==> src/hdl/bsda_pkg.sv <==
`timescale 1ns / 1ps
// ----------------------------------------------------------------------------
// Bounded stack package
// Item types, command codes and status codes shared by the stack block.
// ----------------------------------------------------------------------------
package bsda_pkg;

  localparam int unsigned CmdW      = 3;
  localparam int unsigned DataW     = 32;
  localparam int unsigned PosW      = 8;
  localparam int unsigned StatusW   = 2;
  localparam int unsigned EntryCntW = 4;

  // Command codes; codes five to seven are ignored
  localparam logic [CmdW-1:0] CMD_PUSH   = 3'd0;
  localparam logic [CmdW-1:0] CMD_POP    = 3'd1;
  localparam logic [CmdW-1:0] CMD_PEEK   = 3'd2;
  localparam logic [CmdW-1:0] CMD_CHANGE = 3'd3;
  localparam logic [CmdW-1:0] CMD_CLEAR  = 3'd4;

  // Status codes
  localparam logic [StatusW-1:0] ST_OK    = 2'd0;
  localparam logic [StatusW-1:0] ST_FULL  = 2'd1;
  localparam logic [StatusW-1:0] ST_EMPTY = 2'd2;
  localparam logic [StatusW-1:0] ST_RANGE = 2'd3;

  typedef struct packed {
    logic [CmdW-1:0]  cmd;
    logic [DataW-1:0] data_word;
    logic [PosW-1:0]  position;
  } in_item_t;

  typedef struct packed {
    logic [DataW-1:0]     read_word;
    logic [StatusW-1:0]   status;
    logic [EntryCntW-1:0] entry_count;
    logic                 is_full;
    logic                 is_empty;
  } out_item_t;

endpackage

==> src/hdl/bsda_ram.sv <==
`timescale 1ns / 1ps
// ----------------------------------------------------------------------------
// Stack entry memory
// One write port and one read port; read data registered, valid in the cycle after the read.
// ----------------------------------------------------------------------------
module bsda_ram #(
  parameter int unsigned DEPTH = 8,
  parameter int unsigned WIDTH = 32
) (
  input  logic                     clk_i,
  input  logic                     wr_en_i,
  input  logic [$clog2(DEPTH)-1:0] wr_addr_i,
  input  logic [WIDTH-1:0]         wr_data_i,
  input  logic                     rd_en_i,
  input  logic [$clog2(DEPTH)-1:0] rd_addr_i,
  output logic [WIDTH-1:0]         rd_data_o
);

  logic [WIDTH-1:0] mem [DEPTH];
  logic [WIDTH-1:0] rd_data_q;

  always_ff @(posedge clk_i) begin
    if (wr_en_i) begin
      mem[wr_addr_i] <= wr_data_i;
    end
  end

  // Hold read data until the next read
  always_ff @(posedge clk_i) begin
    if (rd_en_i) begin
      rd_data_q <= mem[rd_addr_i];
    end
  end

  assign rd_data_o = rd_data_q;

endmodule

==> src/hdl/bounded_stack_with_depth_access_top.sv <==
`timescale 1ns / 1ps
// ----------------------------------------------------------------------------
// Bounded stack with depth access
// LIFO stack of words with push, pop, peek and change by depth, and clear.
// ----------------------------------------------------------------------------
//
//  channel | direction | handshake               | payload
//  --------+-----------+-------------------------+-------------------------
//  in      | to block  | in_valid_i / in_stall_o | in_item_i  (bsda_pkg::in_item_t)
//  out     | from blk  | out_valid_o / out_stall_i | out_item_o (bsda_pkg::out_item_t)
//
//  One item is accepted per cycle while in_stall_o is low; every item gives one
//  result item, via stage 1 and then the result register. The count, flags and
//  status are decided at acceptance; the memory write (push, change) and read
//  (peek) go to the entry RAM on that edge; the peek word joins as stage 1 advances.
//  Reset clears the count and both pipeline stages; entry contents are left
//  as they are and are never read before being written.
//  A stalled output holds the result register; the stage behind it then
//  holds too and in_stall_o rises until the result is taken.
//
module bounded_stack_with_depth_access_top #(
  parameter int unsigned STACK_DEPTH = 8,
  parameter int unsigned WORD_WIDTH  = 32
) (
  input  logic                clk_i,
  input  logic                rst_ni,
  input  logic                in_valid_i,
  output logic                in_stall_o,
  input  bsda_pkg::in_item_t  in_item_i,
  output logic                out_valid_o,
  input  logic                out_stall_i,
  output bsda_pkg::out_item_t out_item_o
);

  import bsda_pkg::*;

  // Stored word width: words keep the low min(WORD_WIDTH, 32) bits of the 32-bit field
  localparam int unsigned StoreW = (WORD_WIDTH < DataW) ? WORD_WIDTH : DataW;
  localparam int unsigned AddrW  = $clog2(STACK_DEPTH);
  localparam int unsigned CntW   = $clog2(STACK_DEPTH + 1);
  localparam int unsigned CmpW   = (CntW > PosW) ? CntW : PosW;
  localparam logic [CntW-1:0] FullCnt = CntW'(STACK_DEPTH);

  // Count of stored entries
  logic [CntW-1:0] cnt_q, cnt_d;

  // Stage 1: decided result fields waiting for the RAM read
  logic      pend_valid_q;
  out_item_t pend_q, pend_d;
  logic      pend_rd_q;

  // Stage 2: result register
  logic      out_valid_q;
  out_item_t out_item_q;

  logic in_acc, pend_adv, out_acc;

  // Decode signals
  logic [CmpW-1:0]  pos_ext, cnt_ext, diff;
  logic             pos_ok, is_full_now, is_empty_now;
  logic             wr_en, rd_en;
  logic [AddrW-1:0] wr_addr, rd_addr;
  logic [StoreW-1:0] rd_data;
  logic [StatusW-1:0] status;

  assign out_acc  = out_valid_q && !out_stall_i;
  assign pend_adv = pend_valid_q && (!out_valid_q || !out_stall_i);
  // Take a new item unless stage 1 is blocked behind a stalled result
  assign in_stall_o = pend_valid_q && !pend_adv;
  assign in_acc     = in_valid_i && !in_stall_o;

  assign pos_ext      = CmpW'(in_item_i.position);
  assign cnt_ext      = CmpW'(cnt_q);
  assign diff         = cnt_ext - pos_ext;
  assign pos_ok       = (pos_ext != '0) && (pos_ext <= cnt_ext);
  assign is_full_now  = (cnt_q == FullCnt);
  assign is_empty_now = (cnt_q == '0);

  always_comb begin
    cnt_d   = cnt_q;
    status  = ST_OK;
    wr_en   = 1'b0;
    rd_en   = 1'b0;
    wr_addr = diff[AddrW-1:0];
    rd_addr = diff[AddrW-1:0];
    unique case (in_item_i.cmd)
      CMD_PUSH: begin
        wr_addr = cnt_q[AddrW-1:0];
        if (is_full_now) begin
          status = ST_FULL;
        end else begin
          wr_en = 1'b1;
          cnt_d = cnt_q + 1'b1;
        end
      end
      CMD_POP: begin
        if (is_empty_now) begin
          status = ST_EMPTY;
        end else begin
          cnt_d = cnt_q - 1'b1;
        end
      end
      CMD_PEEK: begin
        // Empty takes precedence over a bad position
        if (is_empty_now) begin
          status = ST_EMPTY;
        end else if (!pos_ok) begin
          status = ST_RANGE;
        end else begin
          rd_en = 1'b1;
        end
      end
      CMD_CHANGE: begin
        if (!pos_ok) begin
          status = ST_RANGE;
        end else begin
          wr_en = 1'b1;
        end
      end
      CMD_CLEAR: begin
        cnt_d = '0;
      end
      default: begin
      end
    endcase
  end

  always_comb begin
    pend_d             = '0;
    pend_d.status      = status;
    pend_d.entry_count = EntryCntW'(cnt_d);
    pend_d.is_full     = (cnt_d == FullCnt);
    pend_d.is_empty    = (cnt_d == '0);
  end

  bsda_ram #(
    .DEPTH(STACK_DEPTH),
    .WIDTH(StoreW)
  ) u_ram (
    .clk_i     (clk_i),
    .wr_en_i   (in_acc && wr_en),
    .wr_addr_i (wr_addr),
    .wr_data_i (in_item_i.data_word[StoreW-1:0]),
    .rd_en_i   (in_acc && rd_en),
    .rd_addr_i (rd_addr),
    .rd_data_o (rd_data)
  );

  // Control: count and stage valids
  always_ff @(posedge clk_i or negedge rst_ni) begin
    if (!rst_ni) begin
      cnt_q        <= '0;
      pend_valid_q <= 1'b0;
      out_valid_q  <= 1'b0;
    end else begin
      if (in_acc) begin
        cnt_q <= cnt_d;
      end
      if (in_acc) begin
        pend_valid_q <= 1'b1;
      end else if (pend_adv) begin
        pend_valid_q <= 1'b0;
      end
      if (pend_adv) begin
        out_valid_q <= 1'b1;
      end else if (out_acc) begin
        out_valid_q <= 1'b0;
      end
    end
  end

  // Payload: advance decided fields, merge the peek word on the way out
  always_ff @(posedge clk_i) begin
    if (in_acc) begin
      pend_q    <= pend_d;
      pend_rd_q <= in_acc && rd_en;
    end
    if (pend_adv) begin
      out_item_q <= pend_q;
      if (pend_rd_q) begin
        out_item_q.read_word <= DataW'(rd_data);
      end
    end
  end

  assign out_valid_o = out_valid_q;
  assign out_item_o  = out_item_q;

  // Count never passes the stack depth
  a_cnt_bound : assert property (@(posedge clk_i) disable iff (!rst_ni)
    cnt_q <= FullCnt)
    else $error("stack count above depth");

  // An accepted item always lands in stage 1
  a_acc_to_pend : assert property (@(posedge clk_i) disable iff (!rst_ni)
    in_acc |=> pend_valid_q)
    else $error("accepted item lost before stage 1");

  // A stalled result blocks stage 1 from overwriting it
  a_hold_stage : assert property (@(posedge clk_i) disable iff (!rst_ni)
    (out_valid_q && out_stall_i && pend_valid_q) |-> in_stall_o)
    else $error("stage 1 not held behind stalled result");

  // A refused push reports a full stack
  a_full_flag : assert property (@(posedge clk_i) disable iff (!rst_ni)
    (out_valid_q && out_item_q.status == ST_FULL) |-> out_item_q.is_full)
    else $error("full status without full flag");

  // Only a successful peek carries a nonzero word
  a_word_ok : assert property (@(posedge clk_i) disable iff (!rst_ni)
    (out_valid_q && out_item_q.read_word != '0) |-> out_item_q.status == ST_OK)
    else $error("read word on failed command");

endmodule

==> config.mk <==
export PLATFORM = sky130hd
export DESIGN_NAME = bounded_stack_with_depth_access_top
export DESIGN_NICKNAME = d
export VERILOG_FILES = /design/src/hdl/bsda_pkg.sv /design/src/hdl/bsda_ram.sv /design/src/hdl/bounded_stack_with_depth_access_top.sv
export SDC_FILE = /design/constraint.sdc
export NUM_CORES = 1
export LEC_CHECK = 0
export ABC_AREA = 1
export BUFFER_PORTS_ARGS = -buffer_cell sky130_fd_sc_hd__buf_2
export CAP_MARGIN = 5
export CELL_PAD_IN_SITES_DETAIL_PLACEMENT = 0
export CELL_PAD_IN_SITES_GLOBAL_PLACEMENT = 2
export CORE_AREA = 5 5 181 183
export CTS_BUF_LIST = sky130_fd_sc_hd__clkbuf_4 sky130_fd_sc_hd__clkbuf_8
export DETAILED_ROUTE_END_ITERATION = 8
export DIE_AREA = 0 0 186 188
export GPL_TIMING_DRIVEN = 0
export PLACE_DENSITY = 0.88
export RECOVER_POWER = 50
export SETUP_SLACK_MARGIN = 0.1
export SYNTH_ARGS = -nofsm -noshare
export SYNTH_HDL_FRONTEND = slang
export SYNTH_SLANG_ARGS = --single-unit
==> constraint.sdc <==
create_clock -name clk_i -period 4 [get_ports clk_i]
set_clock_uncertainty 0.05 [all_clocks]
set_input_delay 0.6 -clock clk_i [delete_from_list [all_inputs] [get_ports clk_i]]
set_output_delay 0.6 -clock clk_i [all_outputs]
set_load 0.01 [all_outputs]
### Word level (Yosys, flattened, before mapping)

Memory sizes are Yosys's and may differ from the RTL's. A register that Yosys moved wholly into a read port is not among the register bits.
Index checks and enable logic that the tools add are counted.

* word-level logic and storage cells: 62
* output and inout bits: 42
* memories: 1
* register bits after elaboration: 55
* bits of input ports: 47
* bits in writable memories: 256

* order comparisons: 1
* add/subtract/negate cells: 3
* muxes and demuxes: 20
* reduce and logical (&&, ||, !) cells: 18
* eq/ne operators: 6

Memory list
* u_ram.mem: words 8, bits a word 32, read ports 1, clocked after Yosys merged registers in 1, write ports 1, RTL line bsda_ram.sv:19 `logic [WIDTH-1:0] mem [DEPTH];`

Operators by type and width (count)
* 4-bit one-hot mux with 3 select lines: 1
* 1-bit 2-to-1 mux: 11
* 4-bit == test (second input constant): 2
* 8-bit by 4-bit <= comparator with 1-bit output: 1
* 4-bit zero test: 2
* 4-bit 2-to-1 mux: 2
* 2-bit one-hot mux with 4 select lines: 1
* 8-bit nonzero test: 1
* 1-bit logical AND: 7
* 3-bit by 2-bit == test with 1-bit output (second input constant): 2
* 2-bit 2-to-1 mux: 3
* 4-bit by 1-bit adder with 4-bit output (second input constant): 1
* 1-bit zero test: 4
* 2-bit nonzero test: 2
* 4-bit by 1-bit subtractor with 4-bit output (second input constant): 1
* 3-bit by 1-bit == test with 1-bit output (second input constant): 1
* 3-bit == test (second input constant): 1
* 3-bit zero test: 1
* 3-bit 2-to-1 mux: 1
* 3-bit subtractor: 1
* 1-bit one-hot mux with 2 select lines: 1
* 1-bit logical OR: 1

### Longest topological paths before layout

* word-level depth: 10
* gate-level depth with buffers: 12
* depth with buffers taken out: 12

### Hierarchy

From an unflattened synthesis, not the netlist that was laid out.

* cells, all modules: 1412
* area, all modules: 14747.9 um^2

Modules (own cells, without submodules)
* bsda_ram: cells each 1156, times used 1, area each 12192.9 um^2, sequential area each 8648.3 um^2
* bounded_stack_with_depth_access_top: cells each 256, times used 1, area each 2555.0 um^2, sequential area each 1621.6 um^2

### Least setup slack after synthesis

Ideal clock, no wire load.

* path kind: input to register
* start: in in_item_i[0] (netlist bit)
* end: mem u_ram.mem[2][0], enable pin
* setup time: 0.421 ns
* path slack: 0.348 ns
* required time: 3.529 ns
* arrival time: 3.181 ns
* cell stages on the path: 8
* cells stage by stage: ha_1 > inv_1 > fa_1 > xnor2_1 > a21oi_1 > inv_1 > nand2_1 > nor2_1

* word-level cells in the longest chain between the ends: 7

Ends and longest elaborated chain
* start, declared: RTL line bounded_stack_with_depth_access_top.sv:29 `input bsda_pkg::in_item_t in_item_i,`
* 8-bit by 4-bit <= comparator with 1-bit output / 8-bit nonzero test (equally long branches): RTL line bounded_stack_with_depth_access_top.sv:75 `assign pos_ok = (pos_ext != '0) && (pos_ext <= cnt_ext);`
* 1-bit logical AND: RTL line bounded_stack_with_depth_access_top.sv:75
* 1-bit 2-to-1 mux: RTL line bounded_stack_with_depth_access_top.sv:114 `if (!pos_ok) begin`
* 1-bit one-hot mux with 2 select lines: RTL line bounded_stack_with_depth_access_top.sv:86 `unique case (in_item_i.cmd)`
* 1-bit logical AND: RTL line bounded_stack_with_depth_access_top.sv:141 `.wr_en_i (in_acc && wr_en),`
* 1-bit 2-to-1 mux: RTL line bsda_ram.sv:23 `if (wr_en_i) begin`
* 1-bit 2-to-1 mux (implied by the code): RTL line bsda_ram.sv:24 `mem[wr_addr_i] <= wr_data_i;`
* end, declared: RTL line bsda_ram.sv:19

Parallel ways exist; a longest one is shown, timed or not.

### Worst setup path after layout

* start: reg cnt_q[0]
* end: mem u_ram.mem[0][18], enable pin

* word-level cells in the longest chain between the ends: 7

Ends and longest elaborated chain
* start, declared: RTL line bounded_stack_with_depth_access_top.sv:45 `logic [CntW-1:0] cnt_q, cnt_d;`
* start signal, assigned: RTL line bounded_stack_with_depth_access_top.sv:157 `cnt_q <= cnt_d;`
* 8-bit by 4-bit <= comparator with 1-bit output: RTL line bounded_stack_with_depth_access_top.sv:75
* 1-bit logical AND: RTL line bounded_stack_with_depth_access_top.sv:75
* 1-bit 2-to-1 mux: RTL line bounded_stack_with_depth_access_top.sv:114
* 1-bit one-hot mux with 2 select lines: RTL line bounded_stack_with_depth_access_top.sv:86
* 1-bit logical AND: RTL line bounded_stack_with_depth_access_top.sv:141
* 1-bit 2-to-1 mux: RTL line bsda_ram.sv:23
* 1-bit 2-to-1 mux (implied by the code): RTL line bsda_ram.sv:24

Parallel ways exist; a longest one is shown, timed or not.

==> impl_metrics.csv <==
group,metric,value,unit
floorplanning,die_h,188,um
cells_and_area,final_area,15700,um2
setup_path,critical_path_arrival,3770,ps
floorplanning,start_util,43.3,%
floorplanning,row_count,65,
detailed_routing,routed_wl,31000,um
cells_and_area,final_cell_mix,"edfxtp_1 (337), nor2_1 (210), nand2_1 (166)",
yosys,ys_ff_latch,343,
sta,tightest_slew,1980,ps
yosys,netlist_area,13400,um2
setup_path,path_class,"reg2reg",
setup_path,critPathRequiredTime,4230,ps
clock_network,clock_latency,580,ps
detailed_routing,drt_iter0_markers,555,
sta,setup_viol,0,
sta,period_minus_slack,3540,ps
detailed_routing,via_count,8273,
floorplanning,io_pins,89,
sta,maxClockFrequency,282,MHz
sta,fin_crit_sh,88.6,%
detailed_routing,firstDrtPassIters,5,
cells_and_area,n_antenna_cell,0,
status,violations,"capacitance limit, slew limit",
cells_and_area,fin_cells,1615,
yosys,synth_cells,1014,
yosys,avgSynthCellArea,13.3,um2
detailed_routing,viasPerCell,5.12,
yosys,ys_types,23,
sta,hold_viol_final,0,
global_routing,overflow,0,
sta,slew_headroom,-32.1,%
global_routing,grt_use_total,17.8,%
setup_path,cp_max_fo,18,
yosys,yosysWarnings,0,
setup_path,crit_path_start_kind,"flip-flop",
pwr,p_per_area,664,nW/um2
yosys,ys_seq_area_share,76.4,%
clock_network,ctsLongestPathBuffers,3,
placement,numPortBuffers,88,
clock_network,cts-buffers-inserted,55,
detailed_routing,drc,0,
floorplanning,fp.coreArea,31100,um2
status,outcome,"finished with violations",
cells_and_area,final_common_cell,"edfxtp_1",
floorplanning,dieArea,35000,um2
detailed_routing,antenna_left,0,
pwr,worst_ir_drop_vdd,0.000334,V
placement,hpwlAfterDp,19300,um
clock_network,cts_root_buf,"clkbuf_8",
pwr,p_leak,5.71,nW
sta,slew_violations,18,
floorplanning,chipWidth,186,um
global_routing,antenna_found_initial,2,
clock_network,cts_tree,"built",
setup_path,endpoint_kind,"flip-flop",
setup_path,rrSetupSlack,460,ps
cells_and_area,drive_above_1_share,14.1,%
clock_network,clock-sinks,343,
run,max_cap_viol_count,1,
detailed_routing,detail_route.wl_per_cell,19.2,um
clock_network,clk_pin_slew_worst_paths,60,ps
placement,dpl_cell_area,14700,um2
placement,gp_congestion,0.745,
worst_hold_path,worstHoldPathType,"in2reg",
cells_and_area,layout.nets,1226,
placement,placedCellCount,1514,
sta,grt_setup_unrepaired,"false",
global_routing,grt_pass1_vias,8340,
global_routing,grt_first_pass_wirelength,47800,um
global_routing,grt_max_degree,26,
cells_and_area,syn2layout_area_growth,16.9,%
clock_network,htree_levels,2,
yosys,syn_nets,1070,
clock_network,cts_setup_buffers,0,
[final timing paths]
check                                              to            startpoint  depth (start not counted)
setup / recovery           u_ram.mem[0][18]$_DFFE_PP_  cnt_q[0]$_DFFE_PN0P_                         10
hold / removal                out_valid_o$_DFFE_PN0P_           out_stall_i                          3
hold reg to reg               out_item_o[5]$_DFFE_PP_   pend_q[5]$_DFFE_PP_                          0
setup reg to reg           u_ram.mem[0][18]$_DFFE_PP_  cnt_q[0]$_DFFE_PN0P_                         10
min in group asynchronous        cnt_q[1]$_DFFE_PN0P_                rst_ni                          2
max in group asynchronous    pend_valid_q$_DFFE_PN0P_                rst_ni                          2
[sequential cells by signal, summed over array words and instances (netlist names)]
register         flops
u_ram.rd_data_o     32
u_ram.mem          256
pend_q               8
cnt_q                4
out_item_o          40
out_valid_o          1
pend_rd_q            1
pend_valid_q         1
[worst max-delay path, stage by stage (launching register included)]
cell and delay, ps:
dfrtp_1 470, inv_1 140, ha_1 160, inv_1 50
fa_1 370, xnor2_1 690, a21oi_1 230, inv_1 120
nand2_1 140, nor2_4 540, buf_16 250
[metrics by stage]
stage	utilization [%]	TNS (ps)	setup WS (ps)	power, mW	hold slack (ps)
finish	50.6	0	456	10.4	206
global route	50.6	0	139	11.1	222
CTS	50.9	0	437	10.5	207
detailed placement	47.3	0	351	7.53	357
global placement	46.3	-422390	-1520	7.45	351
floorplan	-	0	348	6.39	254
[layer usage]
metal | GRT usage, % | wire (um)
met1 | 24.3 | 13400
met2 | 29.5 | 15200
met3 | 3.32 | 1910
met4 | 4.68 | 488
met5 | 0 | 25
[power by group]
group / total, mW / switching (mW) / internal, mW
combinational: 3.15 / 2.18 / 0.965
sequential: 4.28 / 0.0546 / 4.23
clock: 3.00 / 1.32 / 1.68
[layout make-up]
class | count | area, um2
Tap cell | 402 | 503
Timing Repair Buffer | 99 | 588
Inverter | 61 | 229
Fill cell | 2729 | 15400
Clock inverter | 21 | 148
Sequential cell | 343 | 10300
Buffer | 51 | 275
Multi-Input combinational cell | 559 | 2730
Clock buffer | 79 | 968
[cell usage after synthesis]
cell      number  area [um2]
inv_1         57         214
nor2_1       219         822
nand3b_1       2        15.0
a21oi_1        7        35.0
inv_2          4        15.0
buf_6          8        90.1
nand2_2        1        6.26
nand3_2        3        30.0
o32ai_1       64         561
dfrtp_1        6         150
clkbuf_1      28         105
nor3_1         2        10.0
xor2_1         1        8.76
ha_1           8         100
nand2_1      166         623
buf_2         13        65.1
o21ai_0       73         365
o21ai_1        1        5.00
edfxtp_1     337       10100
nand3_1        9        45.0
fa_1           1        20.0
buf_4          2        15.0
xnor2_1        2        17.5
[kinds of logic after synthesis]
group	after synthesis	share of synthesized area, %
buf+inv	112	3.75
simple gates	402	11.5
xor+xnor	3	0.196
compound gates	145	7.19
fa+ha+maj	9	0.894
flops	343	76.4
[timing repair]
item,4_1_cts,5_1_grt
resized for setup,0,0
hold endpoints to repair,6,0
hold buffers,1,0
Power figures use the tool's default switching activity.
